File: src/design/erwu_pkg.sv
`timescale 1ns / 1ps

package erwu_pkg;

  // queue depths
  localparam int unsigned FRONT_DEPTH = 4;
  localparam int unsigned OUT_DEPTH   = 2;

  // result kinds
  localparam logic [3:0] KIND_NONE      = 4'd0;
  localparam logic [3:0] KIND_HEAD      = 4'd1;
  localparam logic [3:0] KIND_NIM       = 4'd2;
  localparam logic [3:0] KIND_ADC       = 4'd3;
  localparam logic [3:0] KIND_SCALER    = 4'd4;
  localparam logic [3:0] KIND_TIME      = 4'd5;
  localparam logic [3:0] KIND_V830      = 4'd6;
  localparam logic [3:0] KIND_FERA_HEAD = 4'd7;
  localparam logic [3:0] KIND_FERA_DATA = 4'd8;
  localparam logic [3:0] KIND_CHECKSUM  = 4'd9;
  localparam logic [3:0] KIND_UNKNOWN   = 4'd10;

  // region ids
  localparam logic [3:0] REG_RESERVED = 4'd0;
  localparam logic [3:0] REG_V1190    = 4'd1;
  localparam logic [3:0] REG_NIM      = 4'd2;
  localparam logic [3:0] REG_ADC      = 4'd3;
  localparam logic [3:0] REG_SCALER   = 4'd6;
  localparam logic [3:0] REG_TIME     = 4'd8;
  localparam logic [3:0] REG_V830     = 4'd9;
  localparam logic [3:0] REG_FERA_A   = 4'd13;
  localparam logic [3:0] REG_FERA_B   = 4'd14;
  localparam logic [3:0] REG_CHECKSUM = 4'd15;

  // fera header types
  localparam logic [3:0] FTYPE_GR_ADC  = 4'd0;
  localparam logic [3:0] FTYPE_LAS_ADC = 4'd1;
  localparam logic [3:0] FTYPE_GR_TDC  = 4'd8;
  localparam logic [3:0] FTYPE_LAS_TDC = 4'd9;

  // store targets
  localparam logic [2:0] TGT_GR_ADC  = 3'd0;
  localparam logic [2:0] TGT_LAS_ADC = 3'd1;
  localparam logic [2:0] TGT_GR_TDC  = 3'd2;
  localparam logic [2:0] TGT_LAS_TDC = 3'd3;
  localparam logic [2:0] TGT_NONE    = 3'd4;

  // predecoded word, front to back
  typedef struct packed {
    logic [15:0] word;
    logic        last;
    logic [3:0]  hdr_id;
    logic [11:0] hdr_size;
    logic        size_zero;
    logic        fera_hdr;
    logic [3:0]  fera_kind;
    logic [3:0]  fera_module;
    logic [2:0]  fera_chan;
    logic [10:0] fera_data;
  } item_t;

  // one result word
  typedef struct packed {
    logic [3:0]  kind;
    logic [3:0]  region_id;
    logic [31:0] value;
    logic [7:0]  store_index;
    logic [2:0]  store_target;
    logic [3:0]  fera_kind;
    logic [3:0]  fera_module;
    logic        gr_bit;
    logic        las_bit;
    logic        coin_bit;
    logic        event_end;
    logic        region_cut;
  } res_t;

  function automatic logic [2:0] target_of(input logic [3:0] ftype);
    logic [2:0] t;
    unique case (ftype)
      FTYPE_GR_ADC:  t = TGT_GR_ADC;
      FTYPE_LAS_ADC: t = TGT_LAS_ADC;
      FTYPE_GR_TDC:  t = TGT_GR_TDC;
      FTYPE_LAS_TDC: t = TGT_LAS_TDC;
      default:       t = TGT_NONE;
    endcase
    return t;
  endfunction

endpackage

File: src/design/erwu_fifo.sv
`timescale 1ns / 1ps

// small register fifo, DEPTH >= 2
module erwu_fifo #(
  parameter int unsigned WIDTH = 8,
  parameter int unsigned DEPTH = 2
) (
  input  logic             clk,
  input  logic             rst_n,
  input  logic             wr_en,
  input  logic [WIDTH-1:0] wr_data,
  output logic             full,
  input  logic             rd_en,
  output logic [WIDTH-1:0] rd_data,
  output logic             empty
);

  localparam int unsigned AW = (DEPTH > 1) ? $clog2(DEPTH) : 1;
  localparam int unsigned CW = $clog2(DEPTH + 1);

  logic [WIDTH-1:0] mem [DEPTH];
  logic [AW-1:0]    wr_ptr_r, wr_ptr_nxt;
  logic [AW-1:0]    rd_ptr_r, rd_ptr_nxt;
  logic [CW-1:0]    count_r, count_nxt;
  logic             do_wr, do_rd;

  assign full    = (count_r == CW'(DEPTH));
  assign empty   = (count_r == '0);
  assign do_wr   = wr_en && !full;
  assign do_rd   = rd_en && !empty;
  assign rd_data = mem[rd_ptr_r];

  always_comb begin
    wr_ptr_nxt = wr_ptr_r;
    rd_ptr_nxt = rd_ptr_r;
    count_nxt  = count_r;
    if (do_wr) begin
      wr_ptr_nxt = (wr_ptr_r == AW'(DEPTH - 1)) ? '0 : wr_ptr_r + 1'b1;
    end
    if (do_rd) begin
      rd_ptr_nxt = (rd_ptr_r == AW'(DEPTH - 1)) ? '0 : rd_ptr_r + 1'b1;
    end
    if (do_wr && !do_rd) begin
      count_nxt = count_r + 1'b1;
    end else if (do_rd && !do_wr) begin
      count_nxt = count_r - 1'b1;
    end
  end

  always_ff @(posedge clk) begin
    if (!rst_n) begin
      wr_ptr_r <= '0;
      rd_ptr_r <= '0;
      count_r  <= '0;
    end else begin
      wr_ptr_r <= wr_ptr_nxt;
      rd_ptr_r <= rd_ptr_nxt;
      count_r  <= count_nxt;
    end
  end

  always_ff @(posedge clk) begin
    if (do_wr) begin
      mem[wr_ptr_r] <= wr_data;
    end
  end

endmodule

File: src/design/erwu_front.sv
`timescale 1ns / 1ps

// accepts raw words, splits out header and fera fields, queues them
module erwu_front #(
  parameter int unsigned DEPTH = erwu_pkg::FRONT_DEPTH
) (
  input  logic                clk,
  input  logic                rst_n,
  input  logic                push,
  input  logic [15:0]         in_word,
  input  logic                in_last_of_event,
  output logic                full,
  output erwu_pkg::item_t     item,
  output logic                item_valid,
  input  logic                item_take
);

  erwu_pkg::item_t pre;
  logic [$bits(erwu_pkg::item_t)-1:0] q_out;
  logic q_empty;

  always_comb begin
    pre.word        = in_word;
    pre.last        = in_last_of_event;
    pre.hdr_id      = in_word[15:12];
    pre.hdr_size    = in_word[11:0];
    pre.size_zero   = (in_word[11:0] == 12'd0);
    pre.fera_hdr    = in_word[15];
    pre.fera_kind   = in_word[7:4];
    pre.fera_module = in_word[3:0];
    pre.fera_chan   = in_word[14:12];
    pre.fera_data   = in_word[10:0];
  end

  erwu_fifo #(
    .WIDTH ($bits(erwu_pkg::item_t)),
    .DEPTH (DEPTH)
  ) u_queue (
    .clk     (clk),
    .rst_n   (rst_n),
    .wr_en   (push),
    .wr_data (pre),
    .full    (full),
    .rd_en   (item_take),
    .rd_data (q_out),
    .empty   (q_empty)
  );

  assign item       = erwu_pkg::item_t'(q_out);
  assign item_valid = !q_empty;

endmodule

File: src/design/erwu_back.sv
`timescale 1ns / 1ps

// region decoder: holds the per-event state and forms at most one result per word
module erwu_back (
  input  logic                clk,
  input  logic                rst_n,
  input  logic                cfg_we,
  input  logic                cfg_big_endian_order,
  input  erwu_pkg::item_t     item,
  input  logic                item_valid,
  output logic                item_take,
  input  logic                res_full,
  output logic                res_valid,
  output erwu_pkg::res_t      res
);

  logic        big_endian_r;
  logic        in_region_r, in_region_nxt;
  logic [3:0]  cur_region_r, cur_region_nxt;
  logic [11:0] words_left_r, words_left_nxt;
  logic        fera_seen_r, fera_seen_nxt;
  logic [3:0]  fera_type_r, fera_type_nxt;
  logic [3:0]  fera_module_r, fera_module_nxt;
  logic [15:0] held_half_r, held_half_nxt;
  logic        half_pending_r, half_pending_nxt;
  logic        nim_seen_r, nim_seen_nxt;
  logic        ev_gr_r, ev_gr_nxt;
  logic        ev_las_r, ev_las_nxt;
  logic        ev_coin_r, ev_coin_nxt;
  logic        first_done_r, first_done_nxt;

  logic [11:0] wl_dec;
  logic        closing;
  logic        have;
  logic        pair_take;
  logic        pair_ready;
  logic        joined;
  logic [15:0] half_first, half_second;
  logic [31:0] join_low_first, join_high_first;
  logic [3:0]  kind;
  logic [3:0]  rid;
  logic [31:0] value;
  logic [7:0]  idx;
  logic [2:0]  target;

  assign item_take = item_valid && !res_full;
  assign wl_dec    = words_left_r - 12'd1;
  assign closing   = (wl_dec == 12'd0);

  // pair joiner: a lone closing half is joined with zero
  assign half_first      = half_pending_r ? held_half_r : item.word;
  assign half_second     = half_pending_r ? item.word : 16'd0;
  assign join_low_first  = {half_second, half_first};
  assign join_high_first = {half_first, half_second};
  assign pair_ready      = half_pending_r || closing;

  always_comb begin
    in_region_nxt    = in_region_r;
    cur_region_nxt   = cur_region_r;
    words_left_nxt   = words_left_r;
    fera_seen_nxt    = fera_seen_r;
    fera_type_nxt    = fera_type_r;
    fera_module_nxt  = fera_module_r;
    held_half_nxt    = held_half_r;
    half_pending_nxt = half_pending_r;
    nim_seen_nxt     = nim_seen_r;
    ev_gr_nxt        = ev_gr_r;
    ev_las_nxt       = ev_las_r;
    ev_coin_nxt      = ev_coin_r;
    first_done_nxt   = first_done_r;
    have             = 1'b0;
    kind             = erwu_pkg::KIND_NONE;
    rid              = 4'd0;
    value            = 32'd0;
    idx              = 8'd0;
    target           = erwu_pkg::TGT_NONE;
    pair_take        = 1'b0;
    joined           = 1'b0;

    if (!in_region_r) begin
      have  = 1'b1;
      kind  = erwu_pkg::KIND_HEAD;
      rid   = item.hdr_id;
      value = {20'd0, item.hdr_size};
      if (!item.size_zero) begin
        in_region_nxt    = 1'b1;
        cur_region_nxt   = item.hdr_id;
        words_left_nxt   = item.hdr_size;
        half_pending_nxt = 1'b0;
        held_half_nxt    = 16'd0;
        fera_seen_nxt    = 1'b0;
        fera_type_nxt    = 4'd0;
        fera_module_nxt  = 4'd0;
        first_done_nxt   = 1'b0;
      end
    end else begin
      words_left_nxt = wl_dec;
      rid            = cur_region_r;
      unique case (cur_region_r) inside
        erwu_pkg::REG_RESERVED, erwu_pkg::REG_V1190: begin
        end
        erwu_pkg::REG_NIM: begin
          if (!nim_seen_r) begin
            nim_seen_nxt = 1'b1;
            ev_coin_nxt  = item.word[8];
            ev_gr_nxt    = item.word[5] || item.word[8];
            ev_las_nxt   = item.word[7] || item.word[8];
          end
          have  = 1'b1;
          kind  = erwu_pkg::KIND_NIM;
          value = {16'd0, item.word};
        end
        erwu_pkg::REG_ADC: begin
          have  = 1'b1;
          kind  = erwu_pkg::KIND_ADC;
          value = {16'd0, item.word};
        end
        erwu_pkg::REG_SCALER: begin
          pair_take = 1'b1;
          joined    = pair_ready;
          have      = joined;
          kind      = erwu_pkg::KIND_SCALER;
          value     = big_endian_r ? join_low_first : join_high_first;
        end
        erwu_pkg::REG_TIME: begin
          pair_take = !first_done_r;
          joined    = pair_take && pair_ready;
          have      = joined;
          kind      = erwu_pkg::KIND_TIME;
          value     = join_low_first;
          if (joined) begin
            first_done_nxt = 1'b1;
          end
        end
        erwu_pkg::REG_V830: begin
          pair_take = 1'b1;
          joined    = pair_ready;
          have      = joined;
          kind      = erwu_pkg::KIND_V830;
          value     = join_low_first;
        end
        erwu_pkg::REG_FERA_A, erwu_pkg::REG_FERA_B: begin
          have = 1'b1;
          if (item.fera_hdr) begin
            fera_type_nxt   = item.fera_kind;
            fera_module_nxt = item.fera_module;
            fera_seen_nxt   = 1'b1;
            kind            = erwu_pkg::KIND_FERA_HEAD;
            value           = {16'd0, item.word};
          end else begin
            kind  = erwu_pkg::KIND_FERA_DATA;
            value = {21'd0, item.fera_data};
            if (fera_seen_r) begin
              idx    = {fera_module_r, 1'b0, item.fera_chan};
              target = erwu_pkg::target_of(fera_type_r);
            end
          end
        end
        erwu_pkg::REG_CHECKSUM: begin
          if (!first_done_r) begin
            first_done_nxt = 1'b1;
            have           = 1'b1;
            kind           = erwu_pkg::KIND_CHECKSUM;
            value          = {16'd0, item.word};
          end
        end
        default: begin
          have  = 1'b1;
          kind  = erwu_pkg::KIND_UNKNOWN;
          value = {16'd0, item.word};
        end
      endcase
      // first half of a pair is parked
      if (pair_take && !half_pending_r && !closing) begin
        held_half_nxt    = item.word;
        half_pending_nxt = 1'b1;
      end else if (joined) begin
        half_pending_nxt = 1'b0;
      end
      if (closing) begin
        in_region_nxt    = 1'b0;
        half_pending_nxt = 1'b0;
      end
    end

    // silent final word still reports the event end
    if (!have) begin
      kind   = erwu_pkg::KIND_NONE;
      rid    = 4'd0;
      value  = 32'd0;
      idx    = 8'd0;
      target = erwu_pkg::TGT_NONE;
    end

    res.kind         = kind;
    res.region_id    = rid;
    res.value        = value;
    res.store_index  = idx;
    res.store_target = target;
    res.fera_kind    = fera_type_nxt;
    res.fera_module  = fera_module_nxt;
    res.gr_bit       = ev_gr_nxt;
    res.las_bit      = ev_las_nxt;
    res.coin_bit     = ev_coin_nxt;
    res.event_end    = item.last;
    res.region_cut   = item.last && in_region_nxt;

    res_valid = item_take && (have || item.last);

    // end of event: drop everything per event
    if (item.last) begin
      in_region_nxt    = 1'b0;
      cur_region_nxt   = 4'd0;
      words_left_nxt   = 12'd0;
      half_pending_nxt = 1'b0;
      held_half_nxt    = 16'd0;
      fera_seen_nxt    = 1'b0;
      fera_type_nxt    = 4'd0;
      fera_module_nxt  = 4'd0;
      nim_seen_nxt     = 1'b0;
      ev_gr_nxt        = 1'b0;
      ev_las_nxt       = 1'b0;
      ev_coin_nxt      = 1'b0;
      first_done_nxt   = 1'b0;
    end
  end

  always_ff @(posedge clk) begin
    if (!rst_n) begin
      big_endian_r <= 1'b0;
    end else if (cfg_we) begin
      big_endian_r <= cfg_big_endian_order;
    end
  end

  always_ff @(posedge clk) begin
    if (!rst_n) begin
      in_region_r    <= 1'b0;
      cur_region_r   <= 4'd0;
      words_left_r   <= 12'd0;
      fera_seen_r    <= 1'b0;
      fera_type_r    <= 4'd0;
      fera_module_r  <= 4'd0;
      held_half_r    <= 16'd0;
      half_pending_r <= 1'b0;
      nim_seen_r     <= 1'b0;
      ev_gr_r        <= 1'b0;
      ev_las_r       <= 1'b0;
      ev_coin_r      <= 1'b0;
      first_done_r   <= 1'b0;
    end else if (item_take) begin
      in_region_r    <= in_region_nxt;
      cur_region_r   <= cur_region_nxt;
      words_left_r   <= words_left_nxt;
      fera_seen_r    <= fera_seen_nxt;
      fera_type_r    <= fera_type_nxt;
      fera_module_r  <= fera_module_nxt;
      held_half_r    <= held_half_nxt;
      half_pending_r <= half_pending_nxt;
      nim_seen_r     <= nim_seen_nxt;
      ev_gr_r        <= ev_gr_nxt;
      ev_las_r       <= ev_las_nxt;
      ev_coin_r      <= ev_coin_nxt;
      first_done_r   <= first_done_nxt;
    end
  end

  a_res_needs_take: assert property (@(posedge clk) disable iff (!rst_n)
    res_valid |-> item_take)
    else $error("result formed without a word taken");

  a_none_only_at_end: assert property (@(posedge clk) disable iff (!rst_n)
    res_valid && (res.kind == erwu_pkg::KIND_NONE) |-> item.last)
    else $error("empty result not at event end");

  a_event_clears: assert property (@(posedge clk) disable iff (!rst_n)
    item_take && item.last |=> !in_region_r && !nim_seen_r && !half_pending_r)
    else $error("per-event state survived event end");

  a_pending_in_region: assert property (@(posedge clk) disable iff (!rst_n)
    half_pending_r |-> in_region_r)
    else $error("half word held outside a region");

  a_cut_implies_region: assert property (@(posedge clk) disable iff (!rst_n)
    res_valid && res.region_cut |->
      item.last && (in_region_r ? !closing : !item.size_zero))
    else $error("region cut flagged with no open region");

endmodule

File: src/design/event_region_word_unpacker_unit.sv
`timescale 1ns / 1ps

// words pass the input queue and region decoder; any result leaves via the result queue
// throughput: one word per cycle while the result queue has room, set by the region decoder
// input and result queues let either side stall without stopping the other
// reset: synchronous active-low rst_n clears both queues, all event state and the
// byte-order register; the block accepts words in the cycle after reset is released
module event_region_word_unpacker_unit #(
  parameter int unsigned FRONT_DEPTH = erwu_pkg::FRONT_DEPTH,
  parameter int unsigned OUT_DEPTH   = erwu_pkg::OUT_DEPTH
) (
  input  logic        clk,
  input  logic        rst_n,
  // configuration, written while idle
  input  logic        cfg_we,
  input  logic        cfg_big_endian_order,
  // word input, queue style
  input  logic        push,
  output logic        full,
  input  logic [15:0] in_word,
  input  logic        in_last_of_event,
  // result output, queue style
  output logic        empty,
  input  logic        pop,
  output logic [3:0]  out_kind,
  output logic [3:0]  out_region_id,
  output logic [31:0] out_value,
  output logic [7:0]  out_store_index,
  output logic [2:0]  out_store_target,
  output logic [3:0]  out_fera_type,
  output logic [3:0]  out_fera_module,
  output logic        out_event_gr,
  output logic        out_event_las,
  output logic        out_event_coin,
  output logic        out_event_end,
  output logic        out_region_cut
);

  // front to back: predecoded words
  erwu_pkg::item_t item;
  logic            item_valid;
  logic            item_take;

  // back to result queue
  erwu_pkg::res_t  res;
  logic            res_valid;
  logic            res_full;
  logic [$bits(erwu_pkg::res_t)-1:0] head_bits;
  erwu_pkg::res_t  head;

  // front: takes words, splits header / fera fields, short queue
  erwu_front #(
    .DEPTH (FRONT_DEPTH)
  ) u_front (
    .clk              (clk),
    .rst_n            (rst_n),
    .push             (push),
    .in_word          (in_word),
    .in_last_of_event (in_last_of_event),
    .full             (full),
    .item             (item),
    .item_valid       (item_valid),
    .item_take        (item_take)
  );

  // back: stateful region decoder, one word per cycle while the result queue has room
  erwu_back u_back (
    .clk                  (clk),
    .rst_n                (rst_n),
    .cfg_we               (cfg_we),
    .cfg_big_endian_order (cfg_big_endian_order),
    .item                 (item),
    .item_valid           (item_valid),
    .item_take            (item_take),
    .res_full             (res_full),
    .res_valid            (res_valid),
    .res                  (res)
  );

  // result queue: the oldest result sits on the out_ ports while empty is low
  erwu_fifo #(
    .WIDTH ($bits(erwu_pkg::res_t)),
    .DEPTH (OUT_DEPTH)
  ) u_out_queue (
    .clk     (clk),
    .rst_n   (rst_n),
    .wr_en   (res_valid),
    .wr_data (res),
    .full    (res_full),
    .rd_en   (pop),
    .rd_data (head_bits),
    .empty   (empty)
  );

  assign head             = erwu_pkg::res_t'(head_bits);
  assign out_kind         = head.kind;
  assign out_region_id    = head.region_id;
  assign out_value        = head.value;
  assign out_store_index  = head.store_index;
  assign out_store_target = head.store_target;
  assign out_fera_type    = head.fera_kind;
  assign out_fera_module  = head.fera_module;
  assign out_event_gr     = head.gr_bit;
  assign out_event_las    = head.las_bit;
  assign out_event_coin   = head.coin_bit;
  assign out_event_end    = head.event_end;
  assign out_region_cut   = head.region_cut;

endmodule

File: config.mk
export PLATFORM = sky130hd
export DESIGN_NAME = event_region_word_unpacker_unit
export DESIGN_NICKNAME = d
export VERILOG_FILES = /design/src/design/erwu_pkg.sv /design/src/design/erwu_fifo.sv /design/src/design/erwu_front.sv /design/src/design/erwu_back.sv /design/src/design/event_region_word_unpacker_unit.sv
export SDC_FILE = /design/constraint.sdc
export NUM_CORES = 1
export LEC_CHECK = 0
export BUFFER_PORTS_ARGS = -buffer_cell sky130_fd_sc_hd__buf_2
export CAP_MARGIN = 20
export CORE_MARGIN = 2
export CORE_UTILIZATION = 40
export CTS_CLUSTER_DIAMETER = 40
export CTS_CLUSTER_SIZE = 25
export DETAILED_ROUTE_END_ITERATION = 10
export PLACE_DENSITY = 0.57
export SLEW_MARGIN = 20
export SYNTH_ARGS = -nofsm -noshare
export SYNTH_HDL_FRONTEND = slang
export SYNTH_HIERARCHICAL = 1
export SYNTH_SLANG_ARGS = --single-unit
export TNS_END_PERCENT = 20
File: constraint.sdc
create_clock -name clk -period 10.35 [get_ports clk]
set_clock_uncertainty 0.15 [all_clocks]
set_input_delay 1.5525 -clock clk [delete_from_list [all_inputs] [get_ports clk]]
set_output_delay 1.5525 -clock clk [all_outputs]
set_load 0.03 [all_outputs]
## Word level (Yosys, flattened, before mapping)

Memory sizes are Yosys's and may differ from the RTL's. A register that Yosys moved wholly into a read port is not among the register bits.
Index checks and enable logic that the tools add are counted.

- Add/subtract/negate cells: 9
- Equal/unequal tests: 25
- Muxes and demuxes: 102
- Reductions and logical operators: 50

Operator list:

| cell | count |
|---|---|
| 32-bit case mux with 5 select lines | 1 |
| 16-bit two-way mux | 8 |
| 32-bit two-way mux | 3 |
| 4-bit two-way mux | 19 |
| 1-bit two-way mux | 44 |
| 8-bit two-way mux | 5 |
| 12-bit two-way mux | 3 |
| 4-bit case mux with 8 select lines | 1 |
| 4-bit == test, second input constant | 7 |
| 12-bit zero test | 2 |
| 3-bit two-way mux | 7 |
| 1-bit logical AND | 14 |
| 2-bit two-way mux | 6 |
| 3-bit by 2-bit != test with 1-bit output, second input constant | 4 |
| 3-bit case mux with 4 select lines | 1 |
| 3-bit AND reduction | 4 |
| 12-bit by 1-bit subtractor with 12-bit output, second input constant | 1 |
| 1-bit zero test | 11 |
| 4-bit by 1-bit == test with 1-bit output, second input constant | 2 |
| 4-bit by 2-bit == test with 1-bit output, second input constant | 2 |
| 4-bit zero test | 2 |
| 4-bit by 3-bit != test with 1-bit output, second input constant | 2 |
| 4-bit AND reduction | 2 |
| 2-bit nonzero test | 4 |
| other kinds (17) | 31 |

- Flip-flop bits (word level): 60
- Bits in writable memories: 356
- Logic and storage cells: 208
- Memories: 2

Memory list:

| memory | depth | width | rd ports | clocked after memory_dff | write ports | RTL line | source |
|---|---|---|---|---|---|---|---|
| u_front.u_queue.mem | 4 | 57 | 1 | 1 | 1 | erwu_fifo.sv:21 | `logic [WIDTH-1:0] mem [DEPTH];` |
| u_out_queue.mem | 2 | 64 | 1 | 1 | 1 | erwu_fifo.sv:21 |  |

## Depth between registers and ports, before layout

- Depth in word-level cells: 13
- Depth in mapped cells: 14
- Mapped depth without buffers: 13

## Cells and area by module

Netlist, hierarchy kept.

By module, submodules not included:

| module | times used | cells each | area each (um2) | sequential area each (um2) |
|---|---|---|---|---|
| erwu_fifo at u_front.u_queue | 1 | 348 | 8693.3 | 7026.7 |
| erwu_fifo at u_out_queue | 1 | 224 | 4870.9 | 3943.8 |
| erwu_back | 1 | 497 | 3774.9 | 980.9 |
| erwu_front | 1 | 5 | 28.8 | 0.0 |

## Worst setup path after synthesis

Ideal clock, no wire load.

- Kind: register -> register
- Start: reg u_back.words_left_r[0]
- End: mem u_out_queue/mem[0][0] in the netlist's numbering, enable pin
- Setup time: 0.476 ns
- Arrival: 4.721 ns
- Data required time: 9.724 ns
- Slack: 5.003 ns
- Stages on the path, launching flop included: 11
- Buffers on the path: 1
- Clock period less this slack: 5.347 ns
- Cell sequence: dfxtp_1 > inv_1 > ha_1 > or4b_1 > buf_2 > xnor2_1 > o31a_1 > or3_1 > a31oi_1 > inv_1 > nor3_2

- Word-level cells in the longest chain between the ends: 11

Ends and longest elaborated chain:

| element | RTL line | source |
|---|---|---|
| from (decl) | erwu_back.sv:20 | `logic [11:0] words_left_r, words_left_nxt;` |
| from (signal assigned) | erwu_back.sv:254 | `words_left_r <= words_left_nxt;` |
| 12-bit by 1-bit subtractor with 12-bit output * | erwu_back.sv:47 | `assign wl_dec = words_left_r - 12'd1;` |
| 12-bit zero test * | erwu_back.sv:48 | `assign closing = (wl_dec == 12'd0);` |
| 1-bit logical OR * | erwu_back.sv:55 | `assign pair_ready = half_pending_r \|\| closing;` |
| 1-bit logical AND | erwu_back.sv:127 | `joined = pair_take && pair_ready;` |
| 1-bit case mux with 4 select lines * | erwu_back.sv:99 | `unique case (cur_region_r) inside` |
| 1-bit two-way mux * | erwu_back.sv:80 | `if (!in_region_r) begin` |
| 1-bit logical OR * | erwu_back.sv:208 | `res_valid = item_take && (have \|\| item.last);` |
| 1-bit logical AND * | erwu_back.sv:208 |  |
| via res_valid | event_region_word_unpacker_unit.sv:46 | `logic res_valid;` |
| 1-bit logical AND * | erwu_fifo.sv:29 | `assign do_wr = wr_en && !full;` |
| 1-bit two-way mux * | erwu_fifo.sv:63 | `if (do_wr) begin` |
| 1-bit two-way mux (implied by the code) * | erwu_fifo.sv:64 | `mem[wr_ptr_r] <= wr_data;` |
| to (decl) | erwu_fifo.sv:21 |  |

Mark *: on every way through the listed nets, which the timed path passes. The rest lies on a longest branch.

==> results_dict.tcl <==
set metrics [dict create \
    die-area_um2 45100 \
    vias 9723 \
    final_cell_mix "edfxtp_1 (356), buf_2 (88), mux2_2 (66)" \
    die_w_um 212 \
    drv_slew 0 \
    clkPwrFrac 0.302 \
    setup_tns_ps 0 \
    port_buffers 88 \
    clkTransAtPathRegs_ps 60 \
    grt_pass1_vias 9323 \
    post_cts_buffers 0 \
    cts_num_sinks 419 \
    final_common_cell "edfxtp_1" \
    avgSynthCellArea_um2 16.2 \
    antennaDiodeCount 0 \
    crit_arrival_ps 4510 \
    outcome "finished clean" \
    ys_types 65 \
    ys.flop_type "edfxtp_1" \
    cts_tree "yes" \
    sw_frac_of_total 0.346 \
    fin_crit_sh 0.401 \
    finalWeightedCongestion 0.863 \
    grt.overflow.total 0 \
    synth_fp_nets 1107 \
    final_antenna_net_count 0 \
    slowest_delay_ps 830 \
    fmax_ghz 0.241 \
    grt_usage 0.170 \
    post_cts_resized 0 \
    cts-buffers-inserted 48 \
    yosysSeqAreaShare 0.688 \
    cp-start-kind "flop" \
    clock-root-buffer "clkbuf_16" \
    crit_fanout 37 \
    finalPower_mw 6.03 \
    synth_edf_count 356 \
    grt_pass1_wl_um 57500 \
    net-switching-power_mw 2.09 \
    synthCells 1074 \
    timing.slew.headroom 0.263 \
    rows 76 \
    layout.nets 1188 \
    final_hold_viol_count 0 \
    power_frac_comb 0.308 \
    drc 0 \
    power.internal_mw 3.95 \
    holdBufCountCts 0 \
    crit_buf_inv 1 \
    p_per_area_nw_per_um2 301 \
    routed_wl_um 38500 \
    path_cells "buf_4, mux4_2, nor2_1, nand2_1, a311oi_1, a21oi_1, nor2b_1" \
    hp-class "flop to flop" \
    ys_async_sr_fraction 0 \
    clkLatencyLatePin_ps 570 \
    grt_max_degree 66 \
    path_class "flop to flop" \
    yosysWarningCount 6 \
    cts.path.max_buffers 3 \
    setup_viol 0 \
    drt-pass1-iter-count 5 \
    ir_worst_vdd_mv 0.139 \
    worst_slew_pin_slew_ps 1100 \
    antenna_found_initial 2 \
    coreArea_um2 43000 \
    syn_to_final_growth_pct 15.4 \
    dp_hpwl_um 23800 \
    start_util 0.404 \
    crit_slowest_cell "nor2_1" \
    drive_gt1_frac 0.278 \
    p_seq_frac 0.390 \
    p_leak_nw 6.61 \
    die_h_um 212 \
    cp.required_ps 10710 \
    cap_violations 0 \
    ys_ff_latch 419 \
    vias_per_cell 5.47 \
    layout_min_cycle_time_ps 4150 \
    boundaryPins 89 \
    crit_path_end_kind "flop" \
    synth_area_um2 17400 \
    grt_setup_unrepaired "false" \
    wire_per_inst_um 21.6 \
    drtIter0Drc 849 \
    critPathTopFamily "simple AND/OR/NAND/NOR gates" \
    h-tree-depth 2 \
]
## flip-flops by register name, indices dropped and copies added, names as in the netlist, 2 cells and up, named ones only
register and count:
u_front/u_queue/mem 228, u_out_queue/mem 128, u_back/held_half_r 16, u_back/words_left_r 12, u_back/cur_region_r 4, u_back/fera_module_r 4, u_back/fera_type_r 4, u_front/u_queue/count_r 3
u_front/u_queue/rd_ptr_r 2, u_front/u_queue/wr_ptr_r 2, u_out_queue/count_r 2
## path summary, 6_finish.rpt
check,start,endpoint,slack (ps),cells after the start
worst max-delay path,flop,u_back/words_left_r[4],6200,7
worst min register to register,u_back/nim_seen_r,u_back/nim_seen_r,320,2
worst max register to register,flop,u_back/words_left_r[4],6200,7
worst min-delay path,u_back/nim_seen_r,u_back/nim_seen_r,320,2
## kinds of logic (layout without fill, tap and decap cells)
logic type                 after synthesis  after routing  share of synthesized area
buffers and inverters                   91            211                     0.0272
DFF                                    419            419                      0.688
xor gates and xnor gates                13             13                    0.00656
other                                    1              1                   0.000216
AOI/OAI and AO/OA                      202            202                     0.0863
and+or+nand+nor                        205            205                     0.0615
adders and majority gates               11             11                    0.00821
muxes                                  132            132                      0.122
## power groups by stage
stage	clock, mW	sequential (mW)	combinational [mW]
after floorplan	0	2.34	1.37
after global placement	0	2.38	1.86
after detailed placement	0	2.39	1.87
after CTS	1.86	2.36	1.88
after global routing	1.94	2.39	1.99
final	1.82	2.35	1.86
## final cells by class
type | count | area, um^2
Clock inverter | 35 | 467
Clock buffer | 54 | 1300
Timing Repair Buffer | 105 | 568
Sequential cell | 419 | 12000
Inverter | 17 | 63.8
Multi-Input combinational cell | 564 | 4970
Tap cell | 585 | 732
Fill cell | 3724 | 22900
## Yosys cell counts (4+ instances only)
cell type  instances  share of area
a21oi_1           37          0.011
a211oi_1          11         0.0048
clkbuf_1          40         0.0086
a221oi_1          26          0.013
or3_1              4         0.0014
xnor2_1            9         0.0045
a22oi_1           11         0.0048
inv_1             15         0.0032
dfxtp_1           63          0.073
o31ai_1            5         0.0022
nand3_1            7         0.0020
a21o_1            11         0.0048
mux4_2            57          0.074
a311oi_1          10         0.0050
a21boi_0           6         0.0026
xor2_1             4         0.0020
mux2_2            66          0.043
mux2i_1            9         0.0052
nand2b_1           8         0.0029
and3_1             9         0.0032
buf_2             14         0.0040
a31oi_1            5         0.0018
a22o_1            33          0.017
buf_4              5         0.0022
edfxtp_1         356           0.62
nor3b_1            6         0.0026
buf_6             11         0.0071
nor3_1            11         0.0032
nor4_1             7         0.0025
nor2_1            51          0.011
o21ai_0           20         0.0058
nand2_1           46         0.0099
and2_1            23         0.0083
a32o_1             9         0.0052
nor2b_1           17         0.0061
ha_1               9         0.0065
## through the flow
stage               hold slack (ps)  std cells  setup slack, ps  instance area [um^2]  utilization
detailed placement              307       1690             6110                 18300        0.425
global route                    333       1779             5790                 20100        0.466
global placement                300       1690             6100                 18300        0.425
floorplan                       279       1074             5000                 17400            -
CTS                             323       1779             6110                 20100        0.466
finish                          323       1779             6200                 20100        0.466
## layer usage
| layer | routed length (um) | up-vias | global-route usage |
|---|---|---|---|
| met4 | 1090 | 4 | 0.0591 |
| met3 | 1950 | 75 | 0.0355 |
| met5 | 27 | - | 0 |
| li1 | - | 4443 | - |
| met2 | 17500 | 247 | 0.256 |
| met1 | 17900 | 4954 | 0.245 |
## worst reg2reg max path, delay by kind of cell, from the launching register on
family / cells / cell delay [ps]
muxes: 1 / 780
AOI/OAI and AO/OA: 2 / 440
and+or+nand+nor: 3 / 1380
buffers and inverters: 1 / 710
DFF: 1 / 630
No activity file was read; power rests on OpenSTA's default activity.
